<file path="config.mk">
export PLATFORM = sky130hd
export DESIGN_NAME = itf_divk
export DESIGN_NICKNAME = d
export VERILOG_FILES = /design/src/hw/rtl/itf_pkg.sv /design/src/hw/rtl/itf_divk.sv
export SDC_FILE = /design/constraint.sdc
export NUM_CORES = 1
export LEC_CHECK = 0
export BUFFER_PORTS_ARGS = -buffer_cell sky130_fd_sc_hd__buf_2
export CORE_ASPECT_RATIO = 0.8
export CORE_MARGIN = 2
export CORE_UTILIZATION = 59
export DETAILED_ROUTE_END_ITERATION = 7
export GPL_TIMING_DRIVEN = 0
export PLACE_DENSITY = 0.85
export SLEW_MARGIN = 20
export SYNTH_ARGS = -nofsm -noshare
export SYNTH_HDL_FRONTEND = slang
export SYNTH_SLANG_ARGS = --single-unit
</file>
<file path="constraint.sdc">
create_clock -name clk -period 13.8 [get_ports clk]
set_input_delay 2.07 -clock clk [delete_from_list [all_inputs] [get_ports clk]]
set_output_delay 2.07 -clock clk [all_outputs]
set_load 0.02 [all_outputs]
</file>
<file path="src/hw/rtl/itf_pkg.sv">
// shared constants, types and helper functions for the imu tilt filter
package itf_pkg;

	// cordic configuration
	localparam int CORDIC_ITERATIONS = 16;
	localparam int ATAN_ENTRIES      = 24;
	localparam int CORDIC_STEPS      = (CORDIC_ITERATIONS < ATAN_ENTRIES) ?
		CORDIC_ITERATIONS : ATAN_ENTRIES;
	localparam int CORDIC_W          = 36;
	localparam int ANGLE_ACC_W       = 34;
	localparam int IN_SHIFT          = 14;
	localparam logic [29:0] INV_K_Q30 = 30'd652032874;

	// constant divider for the gyro step (1000 ms times 4096)
	localparam int DIV_W       = 61;
	localparam int DIV_QBITS   = 40;
	localparam longint DIV_CONST = 64'd4096000;

	// 4096000 = 2^15 * 125: shift first, then multiply by ceil(2^50 / 125)
	localparam int DIV_PRE_SHIFT   = 15;
	localparam int DIV_M_W         = DIV_W - DIV_PRE_SHIFT;
	localparam int DIV_RECIP_W     = 44;
	localparam int DIV_RECIP_SHIFT = 50;
	localparam logic [DIV_RECIP_W-1:0] DIV_RECIP = 44'd9007199254741;

	// register defaults
	localparam logic [23:0] SCALE_RESET = 24'd256140;
	localparam logic [16:0] ALPHA_RESET = 17'd62915;
	localparam logic [16:0] ALPHA_ONE   = 17'd65536;

	// register indexes
	typedef enum logic [2:0] {
		REG_OFFSET_X = 3'd0,
		REG_OFFSET_Y = 3'd1,
		REG_OFFSET_Z = 3'd2,
		REG_SCALE    = 3'd3,
		REG_ALPHA    = 3'd4
	} reg_idx_t;

	typedef logic signed [CORDIC_W-1:0]    cordic_val_t;
	typedef logic signed [ANGLE_ACC_W-1:0] cordic_ang_t;

	// arctangent table in q8.24 degrees
	function automatic cordic_ang_t atan_q24(input logic [4:0] idx);
		cordic_ang_t r;
		case (idx)
			5'd0:  r = 34'sd754974720;
			5'd1:  r = 34'sd445687602;
			5'd2:  r = 34'sd235489089;
			5'd3:  r = 34'sd119537938;
			5'd4:  r = 34'sd60000934;
			5'd5:  r = 34'sd30029717;
			5'd6:  r = 34'sd15018523;
			5'd7:  r = 34'sd7509720;
			5'd8:  r = 34'sd3754917;
			5'd9:  r = 34'sd1877466;
			5'd10: r = 34'sd938734;
			5'd11: r = 34'sd469367;
			5'd12: r = 34'sd234684;
			5'd13: r = 34'sd117342;
			5'd14: r = 34'sd58671;
			5'd15: r = 34'sd29336;
			5'd16: r = 34'sd14668;
			5'd17: r = 34'sd7334;
			5'd18: r = 34'sd3667;
			5'd19: r = 34'sd1833;
			5'd20: r = 34'sd917;
			5'd21: r = 34'sd458;
			5'd22: r = 34'sd229;
			5'd23: r = 34'sd115;
			default: r = '0;
		endcase
		return r;
	endfunction

	// clamp a wide signed value to 32 bits
	function automatic logic signed [31:0] sat32(input logic signed [47:0] v);
		logic signed [31:0] r;
		if (v > 48'sd2147483647) begin
			r = 32'sh7fffffff;
		end else if (v < -48'sd2147483648) begin
			r = 32'sh80000000;
		end else begin
			r = v[31:0];
		end
		return r;
	endfunction

endpackage

</file>
<file path="src/hw/rtl/itf_divk.sv">
// divider by the fixed gyro step constant: a shift, then a reciprocal multiply in four partial products
module itf_divk (
	input  logic                              clk,
	input  logic                              arst_n,
	input  logic                              start,
	input  logic [itf_pkg::DIV_W-1:0]         dividend,
	output logic                              busy,
	output logic                              done,
	output logic [itf_pkg::DIV_QBITS-1:0]     quot
);

	localparam int ACC_W = itf_pkg::DIV_M_W + itf_pkg::DIV_RECIP_W;
	localparam int MH    = itf_pkg::DIV_M_W / 2;
	localparam int CH    = itf_pkg::DIV_RECIP_W / 2;

	logic [itf_pkg::DIV_M_W-1:0] m_q;
	logic [ACC_W-1:0]            acc_q;
	logic [1:0]                  cnt_q;
	logic                        busy_q, done_q;
	logic [MH-1:0]               op_a;
	logic [CH-1:0]               op_b;
	logic [MH+CH-1:0]            prod;
	logic [ACC_W-1:0]            part;

	// one half of the shifted dividend times one half of the reciprocal
	always_comb begin
		op_a = cnt_q[1] ? m_q[itf_pkg::DIV_M_W-1:MH] : m_q[MH-1:0];
		op_b = cnt_q[0] ? itf_pkg::DIV_RECIP[itf_pkg::DIV_RECIP_W-1:CH] :
			itf_pkg::DIV_RECIP[CH-1:0];
		prod = op_a * op_b;
		part = ACC_W'(prod) << ((cnt_q[1] ? MH : 0) + (cnt_q[0] ? CH : 0));
	end

	// control
	always_ff @(posedge clk or negedge arst_n) begin
		if (!arst_n) begin
			busy_q <= 1'b0;
			done_q <= 1'b0;
			cnt_q  <= '0;
		end else begin
			done_q <= busy_q && !start && (cnt_q == 2'd3);
			if (start) begin
				busy_q <= 1'b1;
				cnt_q  <= '0;
			end else if (busy_q) begin
				cnt_q <= cnt_q + 2'd1;
				if (cnt_q == 2'd3) begin
					busy_q <= 1'b0;
				end
			end
		end
	end

	// accumulate the partial products
	always_ff @(posedge clk) begin
		if (start) begin
			m_q   <= dividend[itf_pkg::DIV_W-1:itf_pkg::DIV_PRE_SHIFT];
			acc_q <= '0;
		end else if (busy_q) begin
			acc_q <= acc_q + part;
		end
	end

	assign busy = busy_q;
	assign done = done_q;
	assign quot = acc_q[itf_pkg::DIV_RECIP_SHIFT +: itf_pkg::DIV_QBITS];

endmodule

</file>
==> results by group <==
Synthesis
  – YS warnings: 0
  – Top-count cell post-synth: inv_1
  – Netlist Area Pre-Place: ~0.027 mm²
  – Seq cells post-synth: 140
  – Sequential fraction of the synthesis area: 0.121
  – Post-synth EDFFs: 46
  – Synth area leaders: fa_1, ha_1, dfxtp_1, inv_1, edfxtp_1
  – Synth async-reset ratio: 0.0286
  – Top post-synthesis cells by count: inv_1, ha_1, nor2_1
  – Mapped Cells: 3262
  – Post-synth top area cell: fa_1
  – Syn avg cell area: roughly 8.3 µm²
  – Ys flop type: dfxtp_1
  – Share of Yosys cell area claimed by the top area cell type: 0.172
  – Synth cell types: 95

Routing
  – Via count: approximately 26000
  – Iteration count of the initial detailed-routing pass: 6
  – Wire length per cell: about 24 µm
  – Via density: about 6.5
  – # DRC: 0
  – WL final: 95900 µm
  – DR iter-0 viols: approximately 3800
  – Antenna Nets Post-Route: 0

Timing
  – Slew @ Worst Pin: between 1 and 1.5 ns
  – Final Hold Fails: 0
  – Setup Viol. Count Final: 0
  – Crit path time final: between 10 and 15 ns
  – Fin Setup TNS: 0 ns
  – Hold_ws: ~0.50 ns
  – Max Freq: roughly 73 MHz
  – Final setup skew: around 0.020 ns
  – Worst relative slew slack: 0.245
  – Final Max Slew Viols: 0
  – Tcrit/Tclk final: 0.987

Global route
  – Global-route layer with the greatest usage: met1
  – Initial antenna violation count: 3
  – Grt ovf: 0
  – M2 GR Usage: 0.532
  – First-pass GRT wire length: 146000 µm
  – Pin count of the biggest net entering global routing: 48
  – Grt met3 use: 0.155
  – Total track usage: 0.402
  – Vias in the first global route: around 24000
  – Grt met1 use: 0.608

CTS
  – CTS Buf Count: 17
  – Clock Sinks: 140
  – Hold buffer count at CTS: 0
  – Worst-Skew Late Latency: between 0.4 and 0.5 ns
  – H-tree Lvls: 4
  – Clk slew on worst S/H paths: ~0.080 ns
  – CTS root buf: clkbuf_16
  – Clock buffer depth: 2
  – CTS tree: built

Placed design
  – Routability Congestion: between 1 and 1.5
  – PortBufs: 90
  – Area after DPL: between 0.02 and 0.03 mm²
  – Post-DP HPWL: 77400 µm

Die
  – Die area: around 0.048 mm²
  – Core area: around 0.046 mm²
  – # IOs: approximately 110
  – Placement row count: 70
  – Chip height: 196 µm
  – Starting Density: 0.595
  – Chip width: 244 µm

Worst setup path
  – Critical path's top delay family: compound AO/OA/AOI/OAI gates
  – CP dominant cell by count: fa_1
  – WP data required: 14.17 ns
  – Crit. End Element: flip-flop
  – CP Max Fanout: 10
  – Crit start category: flip-flop
  – CP max stage cell: fa_1
  – Crit path buffers/inverters: 11
  – Critical setup path kind: flip-flop to flip-flop
  – Arrival @ worst endpoint: 13.99 ns
  – Max stage delay on crit path: ~0.59 ns

Status
  – Status: finished, final reports clean

Final layout
  – Post-Layout Inst Area: between 0.02 and 0.03 mm²
  – Core Util, Final: 0.653
  – Final nets: slightly above 4000
  – Fillers: about 3800
  – Layout cells sized above 1: 0.111
  – Area grow syn2layout: 9.66%

Flow run
  – Max-Cap Viols: 0

Hold path
  – Hold crit path type: flip-flop to flip-flop
==> through the flow <==
| step | instances | setup slack, ns |
|---|---|---|
| after floorplan | 3264 | 1.00 |
| after global placement | 3966 | -3.99 |
| after detailed placement | 3966 | -4.03 |
| after CTS | 4000 | 0.00194 |
| after global routing | 4014 | -0.0447 |
| final | 4015 | 0.181 |
==> worst reg2reg max path: cells and delay by family (launching register included) <==
kind	cells	cell delay (ns)
adders and majority gates	9	4.01
AOI/OAI and AO/OA	16	4.20
and+or+nand+nor	8	2.11
buffers and inverters	11	2.35
DFF	1	0.41
muxes	1	0.40
==> routing by layer <==
metal	vias up	routed length [µm]
met5	-	0
met3	221	15300
li1	11600	-
met2	1888	36600
met4	0	2330
met1	12400	41600
==> state kept, by name, indices dropped and copies added, names as in the netlist <==
| signal | flops |
|---|---|
| busy | 1 |
| acc_q | 90 |
| done | 1 |
| cnt_q | 2 |
| m_q | 46 |
==> layout make-up <==
class | instances | area [µm²] | area share
diodes | 1 | 2.50 | 0.0000842
plain buffers | 204 | 977 | 0.0329
clock buffers | 17 | 425 | 0.0143
clock inverters | 15 | 173 | 0.00581
inverters | 374 | 1410 | 0.0475
multi-input cells | 2539 | 22100 | 0.742
flip-flops and latches | 140 | 3280 | 0.110
well taps | 612 | 766 | 0.0258
repair buffers | 113 | 626 | 0.0210
==> path summary, 6_finish.rpt <==
check	depth (start not counted)	end	from	slack, ns
max in group asynchronous	1	cnt_q[1]	arst_n	12.24
min in group asynchronous	1	busy	arst_n	1.40
worst min register to register	2	acc_q[37]	acc_q[37]	0.50
worst max-delay path	45	acc_q[88]	cnt_q[1]	0.18
worst min-delay path	2	acc_q[37]	acc_q[37]	0.50
worst max register to register	45	acc_q[88]	cnt_q[1]	0.18
==> cells by family (layout without fill, tap and decap cells) <==
kind of cell,Yosys count,count (layout),share of synthesized area
AOI/OAI and AO/OA,770,770,0.184
xor gates and xnor gates,138,138,0.0446
adders and majority gates,592,592,0.338
buffers and inverters,585,723,0.0868
DFF,140,140,0.121
muxes,190,190,0.0829
other,1,4,0.000138
and+or+nand+nor,846,846,0.143
==> cells in the final DEF (no fill, tap or decap), drive strengths merged, types with 10 or more instances in the layout <==
| cell type | n |
|---|---|
| inv | 380 |
| ha | 359 |
| nor2 | 311 |
| a21oi | 242 |
| nand2 | 234 |
| fa | 233 |
| buf | 187 |
| clkbuf | 147 |
| o21ai | 138 |
| mux2i | 136 |
| xnor2 | 101 |
| a21o | 95 |
| dfxtp | 90 |
| nor3 | 48 |
| edfxtp | 46 |
| nand3 | 45 |
| nand4 | 43 |
| xor2 | 37 |
| a211oi | 36 |
| a31oi | 31 |
| o21bai | 30 |
| mux2 | 30 |
| and3 | 29 |
| nand2b | 27 |
| o211ai | 27 |
| o21a | 24 |
| mux4 | 24 |
| or3 | 22 |
| nor2b | 22 |
| and2 | 20 |
| or2 | 16 |
| o22ai | 15 |
| a221oi | 13 |
| a211o | 12 |
| a21boi | 11 |
| o31ai | 10 |
| a2111oi | 10 |
==> timing repair <==
action,4_1_cts,5_1_grt
buffers inserted,3,20
endpoints found under the setup margin,70,47
pin swaps,1,8
hold endpoints to repair,0,0
gates resized for setup,57,103
Power is not shown: default switching activity piles up to over one toggle a cycle in this logic, so the estimate is an artifact.
