<file path="src/hw/rtl/itf_pkg.sv">
// shared constants, types and helper functions for the imu tilt filter
package itf_pkg;

	// cordic configuration
	localparam int CORDIC_ITERATIONS = 16;
	localparam int ATAN_ENTRIES      = 24;
	localparam int CORDIC_STEPS      = (CORDIC_ITERATIONS < ATAN_ENTRIES) ?
		CORDIC_ITERATIONS : ATAN_ENTRIES;
	localparam int CORDIC_W          = 36;
	localparam int ANGLE_ACC_W       = 34;
	localparam int IN_SHIFT          = 14;
	localparam logic [29:0] INV_K_Q30 = 30'd652032874;

	// constant divider for the gyro step (1000 ms times 4096)
	localparam int DIV_W       = 61;
	localparam int DIV_QBITS   = 40;
	localparam longint DIV_CONST = 64'd4096000;

	// 4096000 = 2^15 * 125: shift first, then multiply by ceil(2^50 / 125)
	localparam int DIV_PRE_SHIFT   = 15;
	localparam int DIV_M_W         = DIV_W - DIV_PRE_SHIFT;
	localparam int DIV_RECIP_W     = 44;
	localparam int DIV_RECIP_SHIFT = 50;
	localparam logic [DIV_RECIP_W-1:0] DIV_RECIP = 44'd9007199254741;

	// register defaults
	localparam logic [23:0] SCALE_RESET = 24'd256140;
	localparam logic [16:0] ALPHA_RESET = 17'd62915;
	localparam logic [16:0] ALPHA_ONE   = 17'd65536;

	// register indexes
	typedef enum logic [2:0] {
		REG_OFFSET_X = 3'd0,
		REG_OFFSET_Y = 3'd1,
		REG_OFFSET_Z = 3'd2,
		REG_SCALE    = 3'd3,
		REG_ALPHA    = 3'd4
	} reg_idx_t;

	typedef logic signed [CORDIC_W-1:0]    cordic_val_t;
	typedef logic signed [ANGLE_ACC_W-1:0] cordic_ang_t;

	// arctangent table in q8.24 degrees
	function automatic cordic_ang_t atan_q24(input logic [4:0] idx);
		cordic_ang_t r;
		case (idx)
			5'd0:  r = 34'sd754974720;
			5'd1:  r = 34'sd445687602;
			5'd2:  r = 34'sd235489089;
			5'd3:  r = 34'sd119537938;
			5'd4:  r = 34'sd60000934;
			5'd5:  r = 34'sd30029717;
			5'd6:  r = 34'sd15018523;
			5'd7:  r = 34'sd7509720;
			5'd8:  r = 34'sd3754917;
			5'd9:  r = 34'sd1877466;
			5'd10: r = 34'sd938734;
			5'd11: r = 34'sd469367;
			5'd12: r = 34'sd234684;
			5'd13: r = 34'sd117342;
			5'd14: r = 34'sd58671;
			5'd15: r = 34'sd29336;
			5'd16: r = 34'sd14668;
			5'd17: r = 34'sd7334;
			5'd18: r = 34'sd3667;
			5'd19: r = 34'sd1833;
			5'd20: r = 34'sd917;
			5'd21: r = 34'sd458;
			5'd22: r = 34'sd229;
			5'd23: r = 34'sd115;
			default: r = '0;
		endcase
		return r;
	endfunction

	// clamp a wide signed value to 32 bits
	function automatic logic signed [31:0] sat32(input logic signed [47:0] v);
		logic signed [31:0] r;
		if (v > 48'sd2147483647) begin
			r = 32'sh7fffffff;
		end else if (v < -48'sd2147483648) begin
			r = 32'sh80000000;
		end else begin
			r = v[31:0];
		end
		return r;
	endfunction

endpackage

</file>
<file path="src/hw/rtl/itf_cordic.sv">
// vectoring cordic, one micro-rotation per cycle
module itf_cordic (
	input  logic                 clk,
	input  logic                 arst_n,
	input  logic                 start,
	input  itf_pkg::cordic_val_t x0,
	input  itf_pkg::cordic_val_t y0,
	output logic                 busy,
	output logic                 done,
	output itf_pkg::cordic_val_t x,
	output itf_pkg::cordic_ang_t z
);

	itf_pkg::cordic_val_t x_q, y_q;
	itf_pkg::cordic_ang_t z_q;
	logic [4:0]           i_q;
	logic                 busy_q, done_q;
	itf_pkg::cordic_val_t xs, ys;
	itf_pkg::cordic_ang_t at;

	// shifted terms for this rotation
	always_comb begin
		xs = x_q >>> i_q;
		ys = y_q >>> i_q;
		at = itf_pkg::atan_q24(i_q);
	end

	// control
	always_ff @(posedge clk or negedge arst_n) begin
		if (!arst_n) begin
			busy_q <= 1'b0;
			done_q <= 1'b0;
			i_q    <= '0;
		end else begin
			done_q <= busy_q && !start && (i_q == 5'(itf_pkg::CORDIC_STEPS - 1));
			if (start) begin
				busy_q <= 1'b1;
				i_q    <= '0;
			end else if (busy_q) begin
				i_q <= i_q + 5'd1;
				if (i_q == 5'(itf_pkg::CORDIC_STEPS - 1)) begin
					busy_q <= 1'b0;
				end
			end
		end
	end

	// datapath: drive y toward zero
	always_ff @(posedge clk) begin
		if (start) begin
			x_q <= x0;
			y_q <= y0;
			z_q <= '0;
		end else if (busy_q) begin
			if (!y_q[itf_pkg::CORDIC_W-1]) begin
				x_q <= x_q + ys;
				y_q <= y_q - xs;
				z_q <= z_q + at;
			end else begin
				x_q <= x_q - ys;
				y_q <= y_q + xs;
				z_q <= z_q - at;
			end
		end
	end

	assign busy = busy_q;
	assign done = done_q;
	assign x    = x_q;
	assign z    = z_q;

endmodule

</file>
<file path="config.mk">
export PLATFORM = sky130hd
export DESIGN_NAME = itf_cordic
export DESIGN_NICKNAME = d
export VERILOG_FILES = /design/src/hw/rtl/itf_pkg.sv /design/src/hw/rtl/itf_cordic.sv
export SDC_FILE = /design/constraint.sdc
export NUM_CORES = 1
export LEC_CHECK = 0
export BUFFER_PORTS_ARGS = -buffer_cell sky130_fd_sc_hd__buf_2
export CORE_UTILIZATION = 35
export CTS_BUF_LIST = sky130_fd_sc_hd__clkbuf_8
export DETAILED_ROUTE_END_ITERATION = 8
export GPL_TIMING_DRIVEN = 0
export SYNTH_ARGS = -nofsm -noshare
export SYNTH_HDL_FRONTEND = slang
export SYNTH_SLANG_ARGS = --single-unit
</file>
<file path="constraint.sdc">
create_clock -name clk -period 10.85 [get_ports clk]
set_input_delay 2.7125 -clock clk [delete_from_list [all_inputs] [get_ports clk]]
set_output_delay 2.7125 -clock clk [all_outputs]
set_load 0.01 [all_outputs]
</file>
==> qor.csv <==
stage,metric,value,unit
outcome,run_status,finished with violations,
outcome,violations,"max-capacitance violations, max-slew violations",
worst_setup_path,reg2reg_from,i_q[0],
final_layout,synthToLayoutAreaGrowth,11.24,%
routing,met3_length,10910,microns
cts,cts_num_sinks,113,
worst_setup_path,start_kind,register,
synth,synth_nets,2457,
global_routing,grt_max_degree,38,
final_layout,fin_area,20550,sq um
placed_design,dpl.hpwl,89300,microns
timing,max-slew-margin-rel,-1.089,%
cts,clkTransAtPathRegs,90,ps
synth,syn_area_per_cell,8.172,sq um
global_routing,grt_pass1_vias,20240,
synth,synthArstFlopShare,6.195,%
final_layout,finalNetCount,2627,
floorplan,start_util,35.73,%
synth,synth_cells,2261,
cts,cts_max_path_buffers,2,
worst_setup_path,critical_path_class,reg -> reg,
timing,setup-tns-final,0,ps
power,powerDensity,435.0,nW/um^2
placed_design,place_area,20120,sq um
worst_hold_path,min_from,z[0],
cts,post_cts_buffers,0,
routing,wl_met1,46030,microns
worst_setup_path,cp_slowest_stage_delay,770,ps
worst_setup_path,end_kind,register,
worst_setup_path,critPathLaunch,i_q[0],
synth,synth_seq_cells,113,
power,ir_drop,0.0002594,V
routing,drt_iter0_markers,2423,
timing,worstMarginPinSlew,1516,ps
placed_design,place.gp.congestion,1.062,
floorplan,rows,83,
floorplan,io_pins,147,
synth,ys_warn_count,0,
routing,met2_wirelength,49050,microns
global_routing,grt_usage,41.88,%
synth,synth_edf_count,72,
cts,cts_resized,0,
routing,num_vias,21130,
cts,cts_buffers,17,
floorplan,die_w,231.8,microns
floorplan,fp.dieH,231.8,microns
routing,ant_nets,0,
final_layout,drive_gt1_share,16.49,%
worst_hold_path,hold_class,reg -> reg,
global_routing,grt_overflow,0,
floorplan,coreArea,51720,sq um
cts,htree_levels,4,
routing,viasPerCell,6.758,
routing,top_layer,met5,
placed_design,port_buffers,146,
worst_setup_path,slowest_stage,a211oi_1,
global_routing,antenna_found_initial,5,
timing,hold_viol_final,0,
power,leakage,8.334,nW
timing,period_share,88.53,%
timing,max_freq,104.1,MHz
timing,min_period,9606,ps
routing,wl,113900,microns
cts,clk_latency,580,ps
cts,hold_buffers,0,
synth,ys_types,94,
worst_setup_path,worstPathMaxFanout,10,
timing,rsz0062_at_grt,false,
cts,root_buffer,clkbuf_8,
routing,post_drt_wl_per_cell,36.44,microns
timing,setup_viol,0,
timing,slew_viol_final,11,
synth,synth_flop_cell,edfxtp_1,
routing,drc,0,
flow_run,maxCapViolations,2,
worst_setup_path,cp.required,11290,ps
synth,synthesis.area,18480,sq um
global_routing,grt_pass1_wl,156000,microns
routing,dr.pass1.iters,5,
timing,skew,25.34,ps
floorplan,dieArea,53710,sq um
synth,seq_area_frac_synth,16.33,%
worst_setup_path,crit_arrival,10040,ps
cts,cts_tree,yes,
## state kept, by name (all words and copies together) (netlist names)
| name | flops |
|---|---|
| busy | 1 |
| i_q | 5 |
| y_q | 36 |
| done | 1 |
| x | 36 |
| z | 34 |
## worst paths after layout
| kind | cells after the start | to | slack, ps |
|---|---|---|---|
| hold reg to reg | 2 | z[0] | 500 |
| max in group asynchronous | 1 | i_q[2] | 8710 |
| setup / recovery | 29 | x[35] | 1240 |
| hold / removal | 2 | z[0] | 500 |
| min in group asynchronous | 1 | busy | 1960 |
| setup reg to reg | 29 | x[35] | 1240 |
## kinds of logic (layout without fill, tap and decap cells)
logic type	Yosys count	in the layout	synth area share, %
flip-flops	113	113	16.33
other	0	2	0
buffers and inverters	224	407	5.614
adder cells (fa/ha/maj)	121	121	8.316
AO/OA/AOI/OAI	737	737	27.01
XOR/XNOR	145	145	6.948
AND/OR/NAND/NOR	713	713	19.15
multiplexers	208	208	16.63
## stage by stage
step / setup slack [ps] / std cells / hold WS, ps / utilization (%) / power [mW]
floorplan: 4164 / 2261 / 501.8 / - / 6.043
global placement: 1756 / 3087 / 478.4 / 38.78 / 8.123
detailed placement: 1635 / 3091 / 484.4 / 38.91 / 8.199
CTS: 1578 / 3123 / 495.9 / 39.67 / 8.708
global route: 1154 / 3125 / 526.8 / 39.74 / 9.491
finish: 1244 / 3126 / 501.5 / 39.74 / 8.941
## report_power, final
group          internal, mW  total (mW)  leakage, nW  switching, mW
Combinational          2.86        7.16         6.97           4.30
Sequential            0.775        1.33         1.15          0.555
Clock                 0.216       0.452        0.213          0.236
## routing by layer
layer | GRT usage (%) | up-vias
met5 | 0 | -
met4 | 27.28 | 6
met3 | 11.74 | 305
met2 | 63.39 | 1318
met1 | 51.89 | 10430
li1 | - | 9062
## Yosys cell counts (33+ instances only)
library cell  number  area share (%)
nor2_1           190             3.9
a211oi_1          38             1.5
mux2i_1           91             4.9
ha_1             118             8.0
dfxtp_1           34             3.7
a21oi_1          164             4.4
nor3_1            50             1.4
a31oi_1           38             1.3
nand2_1          207             4.2
a21o_1            42             1.7
mux4_2            72             8.8
xnor2_1           87             4.1
o21ai_0          132             3.6
nor2b_1           33             1.1
clkbuf_1          71             1.4
nand3_1           39             1.1
xor2_1            57             2.7
o21a_1            35             1.4
inv_1             72             1.5
mux2_2            42             2.6
edfxtp_1          72              12
## cell usage in the layout, fill, tap and decap left out, types with 12 or more instances in the layout
cell | Yosys | routed
nor2_1 | 190 | 190
inv_1 | 72 | 73
nor2b_1 | 33 | 33
nor4_1 | 12 | 12
xnor2_1 | 87 | 87
a21o_1 | 42 | 42
nand2_1 | 207 | 206
buf_6 | 14 | 16
clkbuf_1 | 71 | 68
nand3_1 | 39 | 39
buf_1 | 17 | 17
edfxtp_1 | 72 | 72
nor3_1 | 50 | 49
a21oi_1 | 164 | 164
ha_1 | 118 | 118
dfxtp_1 | 34 | 34
a221oi_1 | 15 | 15
nand4_1 | 13 | 13
mux2i_1 | 91 | 91
buf_4 | 14 | 14
nand2b_1 | 26 | 26
and2_1 | 18 | 18
o21a_1 | 35 | 35
a41oi_1 | 13 | 13
and3_1 | 31 | 31
o31ai_1 | 23 | 23
o211ai_1 | 21 | 21
o21ai_0 | 132 | 132
clkbuf_8 | 0 | 19
o22ai_1 | 32 | 32
buf_2 | 30 | 177
mux2_2 | 42 | 42
a31oi_1 | 38 | 38
mux4_2 | 72 | 72
or3_1 | 15 | 15
xor2_1 | 57 | 57
nor3b_1 | 15 | 14
a22oi_1 | 20 | 20
a211oi_1 | 38 | 38
## area by class of cell
class | instances | area [sq um]
inverter | 77 | 289.0
fill | 5348 | 31160
buffer | 147 | 752.0
multi-input combinational | 1924 | 14440
tap | 680 | 850.8
antenna | 2 | 5.005
timing repair buffer | 151 | 805.8
clock inverter | 13 | 132.6
sequential | 113 | 3018
clock buffer | 19 | 261.5
## worst max-delay path, delay by kind of cell, from the launching register on
family | cells | cell delay [ps]
flip-flops | 1 | 490
buffers and inverters | 8 | 2120
AO/OA/AOI/OAI | 10 | 3660
AND/OR/NAND/NOR | 9 | 2590
adder cells (fa/ha/maj) | 2 | 560
No activity file was read; power rests on OpenSTA's default activity.
